<file path="src/sfr_pkg.sv">
// shared types and constants for the streaming find-and-replace block
// no dependencies
package sfr_pkg;

	localparam int BYTE_W     = 8;
	localparam int CFG_IDX_W  = 3;
	localparam int CFG_DATA_W = 64;
	localparam int LEN_W      = 5;
	localparam int STR_BYTES  = 16;
	localparam int HALF_BYTES = 8;

	typedef enum logic [CFG_IDX_W-1:0] {
		CFG_VICTIM_LO = 3'd0,
		CFG_VICTIM_HI = 3'd1,
		CFG_VICTIM_LEN = 3'd2,
		CFG_REPL_LO = 3'd3,
		CFG_REPL_HI = 3'd4,
		CFG_REPL_LEN = 3'd5
	} cfg_reg_t;

	typedef enum logic [2:0] {
		ST_IDLE,
		ST_SCAN,
		ST_REPL,
		ST_FLUSH,
		ST_MARK
	} state_t;

	typedef enum logic [1:0] {
		SEL_WINDOW,
		SEL_REPL,
		SEL_MARKER
	} out_sel_t;

	typedef struct packed {
		logic     append;
		logic     drop;
		logic     clear_count;
		logic     ridx_clear;
		logic     ridx_inc;
		logic     load;
		out_sel_t out_sel;
		logic     run_last;
		logic     chunk_end;
	} cmd_t;

	typedef struct packed {
		logic count_zero;
		logic count_one;
		logic full_len;
		logic match0;
		logic match1;
		logic rlen_zero;
		logic ridx_last;
		logic out_free;
	} sts_t;

endpackage

</file>
<file path="src/sfr_in_if.sv">
// body byte channel: valid/ready plus one byte and its chunk-end mark
// depends on sfr_pkg
interface sfr_in_if;
	import sfr_pkg::*;

	logic              valid;
	logic              ready;
	logic [BYTE_W-1:0] in_byte;
	logic              in_chunk_end;

	modport source(output valid, in_byte, in_chunk_end, input ready);
	modport sink(input valid, in_byte, in_chunk_end, output ready);
endinterface

</file>
<file path="src/sfr_out_if.sv">
// result channel: valid/ready plus emitted byte and its marks
// depends on sfr_pkg
interface sfr_out_if;
	import sfr_pkg::*;

	logic              valid;
	logic              ready;
	logic [BYTE_W-1:0] out_byte;
	logic              byte_present;
	logic              run_last;
	logic              out_chunk_end;

	modport source(output valid, out_byte, byte_present, run_last, out_chunk_end,
		input ready);
	modport sink(input valid, out_byte, byte_present, run_last, out_chunk_end,
		output ready);
endinterface

</file>
<file path="src/sfr_cfg_if.sv">
// configuration write channel: valid/ready plus register index and data
// depends on sfr_pkg
interface sfr_cfg_if;
	import sfr_pkg::*;

	logic                  valid;
	logic                  ready;
	logic [CFG_IDX_W-1:0]  index;
	logic [CFG_DATA_W-1:0] data;

	modport source(output valid, index, data, input ready);
	modport sink(input valid, index, data, output ready);
endinterface

</file>
<file path="src/sfr_ctrl.sv">
// controller fsm: walks the pending window one comparison per cycle while the output register is not stalled
// depends on sfr_pkg; drives commands to sfr_datapath and reads its status
module sfr_ctrl (
	input  logic          clk,
	input  logic          arst_n,
	input  logic          body_valid,
	input  logic          body_chunk_end,
	output logic          body_ready,
	output logic          cfg_ready,
	input  sfr_pkg::sts_t sts,
	output sfr_pkg::cmd_t cmd
);
	import sfr_pkg::*;

	state_t state_q, state_d;
	logic   chunk_q;

	always_ff @(posedge clk or negedge arst_n) begin
		if (!arst_n) begin
			state_q <= ST_IDLE;
			chunk_q <= 1'b0;
		end else begin
			state_q <= state_d;
			if (state_q == ST_IDLE && body_valid) begin
				chunk_q <= body_chunk_end;
			end
		end
	end

	always_comb begin
		state_d     = state_q;
		cmd         = '0;
		cmd.out_sel = SEL_WINDOW;
		body_ready  = 1'b0;
		cfg_ready   = 1'b0;
		case (state_q)
			ST_IDLE: begin
				body_ready = 1'b1;
				cfg_ready  = 1'b1;
				if (body_valid) begin
					cmd.append = 1'b1;
					state_d    = ST_SCAN;
				end
			end
			ST_SCAN: begin
				if (sts.count_zero) begin
					state_d = ST_IDLE;
				end else if (sts.full_len && sts.match0) begin
					// whole victim matched, window empties
					cmd.clear_count = 1'b1;
					cmd.ridx_clear  = 1'b1;
					if (!sts.rlen_zero) begin
						state_d = ST_REPL;
					end else if (chunk_q) begin
						state_d = ST_MARK;
					end else begin
						state_d = ST_IDLE;
					end
				end else if (sts.match0) begin
					// window is a proper prefix: keep it, or flush it at chunk end
					state_d = chunk_q ? ST_FLUSH : ST_IDLE;
				end else if (sts.out_free) begin
					// front byte cannot start a match; look one ahead for run_last
					cmd.load      = 1'b1;
					cmd.drop      = 1'b1;
					cmd.out_sel   = SEL_WINDOW;
					cmd.run_last  = sts.count_one || (!chunk_q && sts.match1);
					cmd.chunk_end = chunk_q && sts.count_one;
				end
			end
			ST_REPL: begin
				if (sts.out_free) begin
					cmd.load      = 1'b1;
					cmd.ridx_inc  = 1'b1;
					cmd.out_sel   = SEL_REPL;
					cmd.run_last  = sts.ridx_last;
					cmd.chunk_end = sts.ridx_last && chunk_q;
					if (sts.ridx_last) begin
						state_d = ST_IDLE;
					end
				end
			end
			ST_FLUSH: begin
				if (sts.out_free) begin
					cmd.load      = 1'b1;
					cmd.drop      = 1'b1;
					cmd.out_sel   = SEL_WINDOW;
					cmd.run_last  = sts.count_one;
					cmd.chunk_end = sts.count_one;
					if (sts.count_one) begin
						state_d = ST_IDLE;
					end
				end
			end
			ST_MARK: begin
				if (sts.out_free) begin
					cmd.load      = 1'b1;
					cmd.out_sel   = SEL_MARKER;
					cmd.run_last  = 1'b1;
					cmd.chunk_end = 1'b1;
					state_d       = ST_IDLE;
				end
			end
			default: begin
				state_d = ST_IDLE;
			end
		endcase
	end

endmodule

</file>
<file path="src/sfr_datapath.sv">
// datapath: configuration registers, pending window shift register,
// prefix comparators, replacement index and output register
// depends on sfr_pkg and sfr_out_if; commanded by sfr_ctrl
module sfr_datapath #(
	parameter int MAX_VICTIM_LEN      = 16,
	parameter int MAX_REPLACEMENT_LEN = 16
) (
	input  logic                           clk,
	input  logic                           arst_n,
	input  logic                           cfg_we,
	input  logic [sfr_pkg::CFG_IDX_W-1:0]  cfg_index,
	input  logic [sfr_pkg::CFG_DATA_W-1:0] cfg_data,
	input  logic [sfr_pkg::BYTE_W-1:0]     body_byte,
	input  sfr_pkg::cmd_t                  cmd,
	output sfr_pkg::sts_t                  sts,
	sfr_out_if.source                      result
);
	import sfr_pkg::*;

	localparam int W   = MAX_VICTIM_LEN;
	localparam int CW  = $clog2(W + 1);
	localparam int RIW = (MAX_REPLACEMENT_LEN > 1) ? $clog2(MAX_REPLACEMENT_LEN) : 1;

	logic [CFG_DATA_W-1:0] victim_lo_q, victim_hi_q, repl_lo_q, repl_hi_q;
	logic [LEN_W-1:0]      vlen_raw_q, rlen_raw_q;

	logic [BYTE_W-1:0] window_q [W];
	logic [CW-1:0]     count_q;
	logic [RIW-1:0]    ridx_q;

	logic              out_valid_q;
	logic [BYTE_W-1:0] out_byte_q;
	logic              present_q, run_last_q, chunk_end_q;

	logic [BYTE_W-1:0] vic_b [STR_BYTES];
	logic [BYTE_W-1:0] rep_b [STR_BYTES];
	logic [CW-1:0]     vlen_eff;
	logic [LEN_W-1:0]  rlen_eff;
	logic [CW-1:0]     append_pos;
	logic [W-1:0]      ok0, ok1;
	logic              cfg_hit;

	always_comb begin
		for (int i = 0; i < HALF_BYTES; i++) begin
			vic_b[i]              = victim_lo_q[i*BYTE_W +: BYTE_W];
			vic_b[i + HALF_BYTES] = victim_hi_q[i*BYTE_W +: BYTE_W];
			rep_b[i]              = repl_lo_q[i*BYTE_W +: BYTE_W];
			rep_b[i + HALF_BYTES] = repl_hi_q[i*BYTE_W +: BYTE_W];
		end
	end

	// zero victim length counts as one, long lengths saturate
	always_comb begin
		if (vlen_raw_q == '0) begin
			vlen_eff = CW'(1);
		end else if (vlen_raw_q > LEN_W'(W)) begin
			vlen_eff = CW'(W);
		end else begin
			vlen_eff = CW'(vlen_raw_q);
		end
		rlen_eff = (rlen_raw_q > LEN_W'(MAX_REPLACEMENT_LEN)) ?
			LEN_W'(MAX_REPLACEMENT_LEN) : rlen_raw_q;
		append_pos = (count_q >= vlen_eff) ? '0 : count_q;
	end

	// window vs victim prefix, and window shifted by one vs victim prefix
	always_comb begin
		ok1 = '1;
		for (int i = 0; i < W; i++) begin
			ok0[i] = (window_q[i] == vic_b[i]) || (CW'(i) >= count_q);
		end
		for (int i = 0; i < W - 1; i++) begin
			ok1[i] = (window_q[i+1] == vic_b[i]) || (CW'(i + 1) >= count_q);
		end
	end

	always_comb begin
		sts.count_zero = (count_q == '0);
		sts.count_one  = (count_q == CW'(1));
		sts.full_len   = (count_q == vlen_eff);
		sts.match0     = &ok0;
		sts.match1     = &ok1;
		sts.rlen_zero  = (rlen_eff == '0);
		sts.ridx_last  = ((LEN_W'(ridx_q) + LEN_W'(1)) == rlen_eff);
		sts.out_free   = !out_valid_q || result.ready;
	end

	always_comb begin
		case (cfg_index)
			CFG_VICTIM_LO, CFG_VICTIM_HI, CFG_VICTIM_LEN,
			CFG_REPL_LO, CFG_REPL_HI, CFG_REPL_LEN: cfg_hit = cfg_we;
			default: cfg_hit = 1'b0;
		endcase
	end

	always_ff @(posedge clk or negedge arst_n) begin
		if (!arst_n) begin
			victim_lo_q <= '0;
			victim_hi_q <= '0;
			vlen_raw_q  <= LEN_W'(1);
			repl_lo_q   <= '0;
			repl_hi_q   <= '0;
			rlen_raw_q  <= '0;
		end else if (cfg_we) begin
			case (cfg_index)
				CFG_VICTIM_LO:  victim_lo_q <= cfg_data;
				CFG_VICTIM_HI:  victim_hi_q <= cfg_data;
				CFG_VICTIM_LEN: vlen_raw_q  <= cfg_data[LEN_W-1:0];
				CFG_REPL_LO:    repl_lo_q   <= cfg_data;
				CFG_REPL_HI:    repl_hi_q   <= cfg_data;
				CFG_REPL_LEN:   rlen_raw_q  <= cfg_data[LEN_W-1:0];
				default: ;
			endcase
		end
	end

	always_ff @(posedge clk) begin
		if (cmd.append) begin
			for (int i = 0; i < W; i++) begin
				if (CW'(i) == append_pos) begin
					window_q[i] <= body_byte;
				end
			end
		end else if (cmd.drop) begin
			for (int i = 0; i < W - 1; i++) begin
				window_q[i] <= window_q[i+1];
			end
		end
	end

	always_ff @(posedge clk or negedge arst_n) begin
		if (!arst_n) begin
			count_q <= '0;
			ridx_q  <= '0;
		end else begin
			// a write to any mapped register drops the pending bytes
			if (cfg_hit || cmd.clear_count) begin
				count_q <= '0;
			end else if (cmd.append) begin
				count_q <= append_pos + CW'(1);
			end else if (cmd.drop) begin
				count_q <= count_q - CW'(1);
			end
			if (cmd.ridx_clear) begin
				ridx_q <= '0;
			end else if (cmd.ridx_inc) begin
				ridx_q <= ridx_q + RIW'(1);
			end
		end
	end

	always_ff @(posedge clk or negedge arst_n) begin
		if (!arst_n) begin
			out_valid_q <= 1'b0;
		end else if (cmd.load) begin
			out_valid_q <= 1'b1;
		end else if (result.ready) begin
			out_valid_q <= 1'b0;
		end
	end

	always_ff @(posedge clk) begin
		if (cmd.load) begin
			run_last_q  <= cmd.run_last;
			chunk_end_q <= cmd.chunk_end;
			case (cmd.out_sel)
				SEL_WINDOW: begin
					out_byte_q <= window_q[0];
					present_q  <= 1'b1;
				end
				SEL_REPL: begin
					out_byte_q <= rep_b[4'(ridx_q)];
					present_q  <= 1'b1;
				end
				default: begin
					out_byte_q <= '0;
					present_q  <= 1'b0;
				end
			endcase
		end
	end

	assign result.valid         = out_valid_q;
	assign result.out_byte      = out_byte_q;
	assign result.byte_present  = present_q;
	assign result.run_last      = run_last_q;
	assign result.out_chunk_end = chunk_end_q;

endmodule

</file>
<file path="src/stream_find_and_replace.sv">
// a new item is accepted only after every result of the previous one has been loaded into
// the output register; the scan loop does one window-against-victim comparison per cycle and
// loads results one per cycle, both only while the output register is not stalled
// a byte passed through is loaded from the scan state; a replacement, a chunk-end flush or an
// end marker is loaded from its own state after the scan state; single output register
// reset (arst_n low): controller idle, window empty, registers at their reset values
module stream_find_and_replace #(
	parameter int MAX_VICTIM_LEN      = 16,
	parameter int MAX_REPLACEMENT_LEN = 16
) (
	input  logic      clk,
	input  logic      arst_n,
	sfr_in_if.sink    body,
	sfr_out_if.source result,
	sfr_cfg_if.sink   cfg
);
	import sfr_pkg::*;

	cmd_t cmd;
	sts_t sts;
	logic cfg_ready;

	assign cfg.ready = cfg_ready;

	sfr_ctrl u_ctrl (
		.clk            (clk),
		.arst_n         (arst_n),
		.body_valid     (body.valid),
		.body_chunk_end (body.in_chunk_end),
		.body_ready     (body.ready),
		.cfg_ready      (cfg_ready),
		.sts            (sts),
		.cmd            (cmd)
	);

	sfr_datapath #(
		.MAX_VICTIM_LEN      (MAX_VICTIM_LEN),
		.MAX_REPLACEMENT_LEN (MAX_REPLACEMENT_LEN)
	) u_datapath (
		.clk       (clk),
		.arst_n    (arst_n),
		.cfg_we    (cfg.valid && cfg_ready),
		.cfg_index (cfg.index),
		.cfg_data  (cfg.data),
		.body_byte (body.in_byte),
		.cmd       (cmd),
		.sts       (sts),
		.result    (result)
	);

endmodule

</file>
<file path="src/flat_wrapper.sv">
// flat-port wrapper written by rule: the top's interface ports become plain ports
module stream_find_and_replace_flat import sfr_pkg::*;
#(
	parameter int MAX_VICTIM_LEN      = 16,
	parameter int MAX_REPLACEMENT_LEN = 16
)
  (clk, arst_n, body_valid, body_in_byte, body_in_chunk_end, body_ready, result_valid, result_out_byte, result_byte_present, result_run_last, result_out_chunk_end, result_ready, cfg_valid, cfg_index, cfg_data, cfg_ready);
  sfr_in_if body_i ();
  sfr_out_if result_i ();
  sfr_cfg_if cfg_i ();
  input  logic clk;
  input  logic arst_n;
  input wire logic [$bits(body_i.valid)-1:0] body_valid;
  input wire logic [$bits(body_i.in_byte)-1:0] body_in_byte;
  input wire logic [$bits(body_i.in_chunk_end)-1:0] body_in_chunk_end;
  output wire logic [$bits(body_i.ready)-1:0] body_ready;
  output wire logic [$bits(result_i.valid)-1:0] result_valid;
  output wire logic [$bits(result_i.out_byte)-1:0] result_out_byte;
  output wire logic [$bits(result_i.byte_present)-1:0] result_byte_present;
  output wire logic [$bits(result_i.run_last)-1:0] result_run_last;
  output wire logic [$bits(result_i.out_chunk_end)-1:0] result_out_chunk_end;
  input wire logic [$bits(result_i.ready)-1:0] result_ready;
  input wire logic [$bits(cfg_i.valid)-1:0] cfg_valid;
  input wire logic [$bits(cfg_i.index)-1:0] cfg_index;
  input wire logic [$bits(cfg_i.data)-1:0] cfg_data;
  output wire logic [$bits(cfg_i.ready)-1:0] cfg_ready;
  assign body_i.valid = body_valid;
  assign body_i.in_byte = body_in_byte;
  assign body_i.in_chunk_end = body_in_chunk_end;
  assign body_ready = body_i.ready;
  assign result_valid = result_i.valid;
  assign result_out_byte = result_i.out_byte;
  assign result_byte_present = result_i.byte_present;
  assign result_run_last = result_i.run_last;
  assign result_out_chunk_end = result_i.out_chunk_end;
  assign result_i.ready = result_ready;
  assign cfg_i.valid = cfg_valid;
  assign cfg_i.index = cfg_index;
  assign cfg_i.data = cfg_data;
  assign cfg_ready = cfg_i.ready;
  stream_find_and_replace #(.MAX_VICTIM_LEN(MAX_VICTIM_LEN), .MAX_REPLACEMENT_LEN(MAX_REPLACEMENT_LEN)) u_core (.clk(clk), .arst_n(arst_n), .body(body_i), .result(result_i), .cfg(cfg_i));
endmodule
</file>
<file path="config.mk">
export PLATFORM = sky130hd
export DESIGN_NAME = stream_find_and_replace_flat
export DESIGN_NICKNAME = d
export VERILOG_FILES = /design/src/sfr_pkg.sv /design/src/sfr_in_if.sv /design/src/sfr_out_if.sv /design/src/sfr_cfg_if.sv /design/src/sfr_ctrl.sv /design/src/sfr_datapath.sv /design/src/stream_find_and_replace.sv /design/src/flat_wrapper.sv
export SDC_FILE = /design/constraint.sdc
export NUM_CORES = 1
export LEC_CHECK = 0
export BUFFER_PORTS_ARGS = -buffer_cell sky130_fd_sc_hd__buf_2
export CAP_MARGIN = 25
export CORE_ASPECT_RATIO = 0.8
export CORE_MARGIN = 3
export CORE_UTILIZATION = 35
export CTS_BUF_LIST = sky130_fd_sc_hd__clkbuf_16
export DETAILED_ROUTE_END_ITERATION = 12
export PLACE_DENSITY = 0.62
export REMOVE_ABC_BUFFERS = 1
export SKIP_LAST_GASP = 1
export SYNTH_ARGS = -nofsm -noshare
export SYNTH_HDL_FRONTEND = slang
export SYNTH_SLANG_ARGS = --single-unit
</file>
<file path="constraint.sdc">
create_clock -name clk -period 6 [get_ports clk]
set_input_delay 0.6 -clock clk [delete_from_list [all_inputs] [get_ports clk]]
set_output_delay 0.6 -clock clk [all_outputs]
set_load 0.02 [all_outputs]
</file>
==> flow_metrics.env, run 1 <==
export IMPL_ctsResizeCount=0
export IMPL_setup_viol=0
export IMPL_ys_warn_count=0
export IMPL_crit_arrival_ps=5140
export IMPL_overflow=0
export IMPL_powerDensity_nw_per_um2=555.5
export IMPL_rows=79
export IMPL_root_buffer="clkbuf_16"
export IMPL_fin_skew_ps=24.30
export IMPL_synth_simple_gate_area_share_pct=7.386
export IMPL_synth_cells=1604
export IMPL_grt_pass1_vias=13730
export IMPL_synthAdderAreaFrac_pct=0.7738
export IMPL_first_pass_iters=5
export IMPL_clk_latency_ps=570
export IMPL_synth_top_family_by_area="multiplexers"
export IMPL_wire_per_inst_um=26.13
export IMPL_crit_required_ps=6420
export IMPL_status="completed"
export IMPL_grt_usage_pct=20.49
export IMPL_slew_headroom_pct=31.13
export IMPL_finalPower_mw=13.25
export IMPL_synth_top_area_share_pct=33.21
export IMPL_synth_compound_area_share_pct=6.625
export IMPL_drcViolationCount=0
export IMPL_antenna_found_initial=6
export IMPL_dp_hpwl_mm=49.02
export IMPL_endpoint_kind="register"
export IMPL_hold_viol_final=0
export IMPL_slew_viol_final=0
export IMPL_grt_pass1_wl_mm=95.04
export IMPL_dieArea_sq_um=63060
export IMPL_dpl_instance_area_sq_um=22390
export IMPL_ys_types=68
export IMPL_synth_top_cell_by_area="dfrtp_1"
export IMPL_core_area_sq_um=58810
export IMPL_tightest_slew_ps=1029
export IMPL_timing_fmax_ghz=0.2122
export IMPL_design_area_sq_um=23860
export IMPL_syn_area_sq_um=21020
export IMPL_ys_ff_latch=419
export IMPL_ant_nets=0
export IMPL_start_util_pct=35.74
export IMPL_drive_gt1_share_pct=29.72
export IMPL_period_share_pct=78.55
export IMPL_rsz0062_at_grt="no"
export IMPL_clkSlewWorstSetupHoldPaths_ps=70
export IMPL_drtIter0Drc=1343
export IMPL_wl_mm=65.20
export IMPL_seq_area_frac_synth_pct=53.19
export IMPL_place_gp_congestion=0.9719
export IMPL_r2r_end="u_core.u_datapath.window_q[0][4]"
export IMPL_synth_top_flop_cell="dfrtp_1"
export IMPL_grt_max_degree=132
export IMPL_cts_tree="done"
export IMPL_period_needed_ps=4713
export IMPL_ir_drop_mv=0.2015
export IMPL_port_buffer_count=94
export IMPL_io_pins=95
export IMPL_synthMuxAreaShare_pct=19.68
export IMPL_cts_buffers=42
export IMPL_reg2reg_from="u_core.u_datapath.count_q[4]"
export IMPL_hold_ws_ps=23.02
export IMPL_htreeDepth=2
export IMPL_hold_buffers=0
export IMPL_fin_nets=1784
export IMPL_p_leak_nw=10.55
export IMPL_synth_xor_area_share_pct=10.62
export IMPL_reg2reg_slack_ps=1290
export IMPL_worstSetupPathType="register to register"
export IMPL_cts_buffer_depth=3
export IMPL_worstPathMaxFanout=40
export IMPL_cts_sinks=419
export IMPL_start_kind="register"
export IMPL_ys_top_cells_by_area="dfrtp_1, edfxtp_1, mux2_2"
export IMPL_maxCapViolations=0
export IMPL_die_h_um=225.2
export IMPL_syn_area_per_cell_sq_um=13.11
export IMPL_hp_class="primary input to async pin"
export IMPL_vias=13950
export IMPL_post_cts_buffers=0
export IMPL_synth_edff_count=139
export IMPL_routed_via_density=5.589
export IMPL_async_reset_ff_share_pct=66.83
export IMPL_fp_dieW_um=280
export IMPL_worstRegToRegCells=12
export IMPL_area_delta_synth_final_pct=13.51
## worst max-delay path by stage
stage	start	end	cells past startpoint
after floorplan	u_core.u_ctrl.state_q[0]	u_core.u_datapath.victim_lo_q[0]	4
after global placement	u_core.u_datapath.count_q[2]	u_core.u_datapath.window_q[0][0]	12
after detailed placement	u_core.u_datapath.count_q[2]	u_core.u_datapath.window_q[0][1]	12
after CTS	u_core.u_datapath.count_q[4]	u_core.u_datapath.window_q[0][49]	13
after global routing	u_core.u_datapath.count_q[3]	u_core.u_datapath.window_q[0][64]	12
final	u_core.u_datapath.count_q[4]	u_core.u_datapath.window_q[0][4]	12
## cells by family (layout without fill, tap and decap cells)
kind of cell,count (synthesis),count (layout)
compound gates,203,203
xor+xnor,255,255
fa+ha+maj,13,13
buf+inv,85,204
flops,419,419
mux,330,330
other cells,0,3
simple gates,299,299
## report_power, final
part / switching [mW] / leakage, nW / internal [mW]
Combinational: 2.36 / 4.84 / 2.07
Clock: 1.18 / 0.753 / 1.60
Sequential: 1.53 / 4.95 / 4.52
Total: 5.06 / 10.6 / 8.19
## metal layers
metal / vias to the layer above / part of all wire [%] / GRT usage [%]
met3: 68 / 9.0 / 4.360
met5: - / 0.020 / 0
met4: 2 / 1.4 / 3.100
li1: 6032 / - / -
met1: 7264 / 48 / 32.49
met2: 579 / 42 / 29.01
## synth_stat cells (9+ instances only)
cell type  instances
dfrtp_1          279
mux2_2           266
xor2_1           233
edfxtp_1         139
nand2_1           90
a21o_1            80
nor4_1            63
a21oi_1           55
nor2_1            53
clkbuf_1          48
mux4_2            40
mux2i_1           24
xnor2_1           22
nand3_1           18
o21ai_0           15
buf_2             13
ha_1              13
inv_1             12
nor3_1            12
and2_1            11
nand2b_1          11
a22o_1             9
## placed cells by master, fill, tap and decap left out, types with 4 or more instances in the layout
cell type  instances
xor2_1           233
buf_2             93
inv_1             22
o21ai_0           15
mux4_2            40
a22oi_1            5
mux2i_1           24
nand4_1            6
a21o_1            80
nor2b_1            4
bufinv_16          5
or2_2              4
nand3_1           18
edfxtp_1         139
nor3b_2            7
buf_4             16
mux2_2           266
and2_1            11
nor3_1            12
clkbuf_16         46
dfrtp_1          278
nor4_1            60
buf_12             4
nand2b_1          11
a22o_1             9
nor2_1            50
a21oi_1           55
ha_1              13
xnor2_1           22
clkinv_2           7
nand2_1           89
o31ai_1            4
## through the flow
stage / utilization (%) / std cells / TNS (ps) / setup WS [ps]
2_1_floorplan: - / 1531 / -180080 / -2814
3_3_place_gp: 37.98 / 2411 / 0 / 1545
3_5_place_dp: 38.07 / 2414 / 0 / 1490
4_1_cts: 40.51 / 2491 / 0 / 1474
5_1_grt: 40.56 / 2492 / 0 / 1080
6_report: 40.57 / 2495 / 0 / 1287
## cell type report
type / count / area, sq um
Antenna cell: 3 / 7.507
Clock buffer: 46 / 1151
Clock inverter: 31 / 286.5
Fill cell: 5530 / 34950
Inverter: 12 / 45.04
Multi-Input combinational cell: 1100 / 9518
Sequential cell: 419 / 11180
Tap cell: 769 / 962.2
Timing Repair Buffer: 115 / 708.2
## sequential cells by signal (all words and copies together), names as in the netlist
name	cells
u_core.u_datapath.ridx_q	4
u_core.u_ctrl.chunk_q	1
u_core.u_datapath.vlen_raw_q	5
u_core.u_datapath.victim_lo_q	64
u_core.u_datapath.result.run_last	1
u_core.u_datapath.repl_hi_q	64
u_core.u_datapath.repl_lo_q	64
u_core.u_datapath.window_q	128
u_core.u_ctrl.state_q	3
u_core.u_datapath.result.out_chunk_end	1
u_core.u_datapath.result.out_byte	8
u_core.u_datapath.result.byte_present	1
u_core.u_datapath.result.valid	1
u_core.u_datapath.count_q	5
u_core.u_datapath.victim_hi_q	64
u_core.u_datapath.rlen_raw_q	5
## critical path: stages, from the launching register on
cell and delay, ps:
dfrtp_1 770, ha_1 370, and4_1 230, a21oi_1 250
o21ai_0 360, nor2_1 240, ha_1 600, o21ai_0 200
o31ai_1 260, or3_1 160, or2_2 630, buf_12 300
a21o_1 160
Note: power is estimated with default switching activity, not from simulation.
==> run 2, diff against run 1 <==
- clock period: 6 -> 4.7 ns (I/O delays scaled with it)
==> flow_metrics.env, run 2 (same netlist as run 1, synthesis figures left out) <==
export IMPL_status="completed"
export IMPL_antenna_found_initial=8
export IMPL_drive_gt1_share_pct=29.95
export IMPL_drcViolationCount=0
export IMPL_clk_latency_ps=560
export IMPL_io_pins=95
export IMPL_startpoint="u_core.u_datapath.count_q[0]"
export IMPL_hp_class="primary input to register"
export IMPL_dpl_cell_count=2427
export IMPL_fp_dieW_um=280
export IMPL_fin_nets=1797
export IMPL_p_clk_share_pct=19.2
export IMPL_dieArea_sq_um=63060
export IMPL_timing_fmax_ghz=0.2330
export IMPL_wire_per_inst_um=25.73
export IMPL_dp_hpwl_mm=48.38
export IMPL_first_pass_iters=5
export IMPL_place_gp_congestion=0.9719
export IMPL_drtIter0Drc=1447
export IMPL_root_buffer="clkbuf_16"
export IMPL_period_share_pct=91.30
export IMPL_switching_share_pct=38.97
export IMPL_slew_viol_final=0
export IMPL_cts_sinks=419
export IMPL_reg2reg_from="u_core.u_datapath.count_q[0]"
export IMPL_utilization_pct=40.45
export IMPL_r2r_end="u_core.u_datapath.window_q[0][59]"
export IMPL_powerDensity_nw_per_um2=703.7
export IMPL_routed_via_density=5.584
export IMPL_setup_viol=0
export IMPL_ir_drop_mv=0.2851
export IMPL_cts_tree="done"
export IMPL_cts_buffers=42
export IMPL_crit_arrival_ps=4710
export IMPL_rsz0062_at_grt="no"
export IMPL_hold_viol_final=0
export IMPL_start_util_pct=35.74
export IMPL_reg2reg_slack_ps=410
export IMPL_post_cts_buffers=0
export IMPL_seq_power_share_pct=45.8
export IMPL_top_register="u_core.u_datapath.window_q"
export IMPL_worstRegToRegCells=11
export IMPL_crit_required_ps=5120
export IMPL_min_delay_start="body_in_chunk_end"
export IMPL_endpoint="u_core.u_datapath.window_q[0][59]"
export IMPL_fin_skew_ps=18.31
export IMPL_htreeDepth=2
export IMPL_overflow=0
export IMPL_grt_usage_pct=20.41
export IMPL_grt_pass1_vias=14130
export IMPL_largest_register_ff_count=128
export IMPL_grt_max_degree=141
export IMPL_core_area_sq_um=58810
export IMPL_fin_ws_ps=408.9
export IMPL_wl_mm=64.55
export IMPL_tightest_slew_ps=1032
export IMPL_seqCellArea_sq_um=11180
export IMPL_comb_power_share_pct=35.1
export IMPL_port_buffer_count=94
export IMPL_worstSetupPathType="register to register"
export IMPL_dp_slack_ps=530.3
export IMPL_rows=79
export IMPL_ant_nets=0
export IMPL_hold_ws_ps=119.2
export IMPL_maxCapViolations=0
export IMPL_period_needed_ps=4291
export IMPL_endpoint_kind="register"
export IMPL_final_common_cell="dfrtp_1"
export IMPL_clkSlewWorstSetupHoldPaths_ps=60
export IMPL_fin_cells=2509
export IMPL_slew_headroom_pct=31.22
export IMPL_grt_pass1_wl_mm=95.40
export IMPL_vias=14010
export IMPL_power_switching_mw=6.523
export IMPL_multi_input_area_sq_um=9512
export IMPL_start_kind="register"
export IMPL_fillers=5516
export IMPL_worstPathMaxFanout=38
export IMPL_area_delta_synth_final_pct=13.17
export IMPL_final_cell_mix="dfrtp_1, mux2_2, xor2_1"
export IMPL_die_h_um=225.2
export IMPL_internal_power_mw=10.22
export IMPL_p_leak_nw=10.54
export IMPL_cts_buffer_depth=3
==> run 2: worst min-delay path by stage <==
stage,endpoint,cells past startpoint,slack [ps]
after CTS,u_core.u_ctrl.chunk_q,3,100
after detailed placement,u_core.u_datapath.rlen_raw_q[2],1,360
after global routing,u_core.u_ctrl.chunk_q,3,130
after global placement,u_core.u_datapath.rlen_raw_q[2],1,350
final,u_core.u_ctrl.chunk_q,3,120
after floorplan,u_core.u_ctrl.chunk_q,0,170
==> run 2: through the flow <==
stage,instance area (sq um),setup TNS [ps],power [mW]
floorplan,20700,-475050,11.01
global placement,22470,0,13.29
detailed placement,22480,0,13.45
CTS,23780,0,16.71
global route,23780,0,17.64
finish,23790,0,16.74
==> run 2: timing repair <==
action / 4_1_cts / 5_1_grt
resized for setup: 0 / 0
endpoints found under the setup margin: 0 / 0
hold endpoints to repair: 30 / 0
hold buffers: 1 / 0
==> run 2: per-layer routing <==
layer	wire length [um]	share of wire, %	track usage (%)	up-vias
li1	-	-	-	6059
met1	30590	47	31.27	7283
met2	26570	41	28.54	582
met3	6230	9.7	5.935	84
met4	1150	1.8	4.026	2
met5	7	0.011	0	-
==> run 2: final cells by class <==
type	instances	area share, %
Antenna cell	4	0.04207
Clock buffer	45	4.733
Clock inverter	32	0.6890
Inverter	12	0.1893
Multi-Input combinational cell	1100	39.98
Sequential cell	419	47.01
Tap cell	769	4.044
Timing Repair Buffer	128	3.313
==> run 2: power groups by stage <==
stage | registers, mW | clock network, mW | logic (mW)
floorplan | 6.98 | 0 | 4.03
CTS | 7.61 | 3.27 | 5.82
detailed placement | 7.67 | 0 | 5.77
finish | 7.66 | 3.21 | 5.87
global placement | 7.61 | 0 | 5.68
global route | 7.82 | 3.43 | 6.39
==> run 2: critical path, cell delays in order, from the launching register on <==
cell	delay, ps
dfrtp_1	520
inv_1	250
ha_1	180
and3b_1	260
a21oi_1	240
a21oi_1	70
a2111oi_1	510
o2111ai_1	440
o31a_2	510
buf_4	290
nor3b_2	720
a21o_1	150
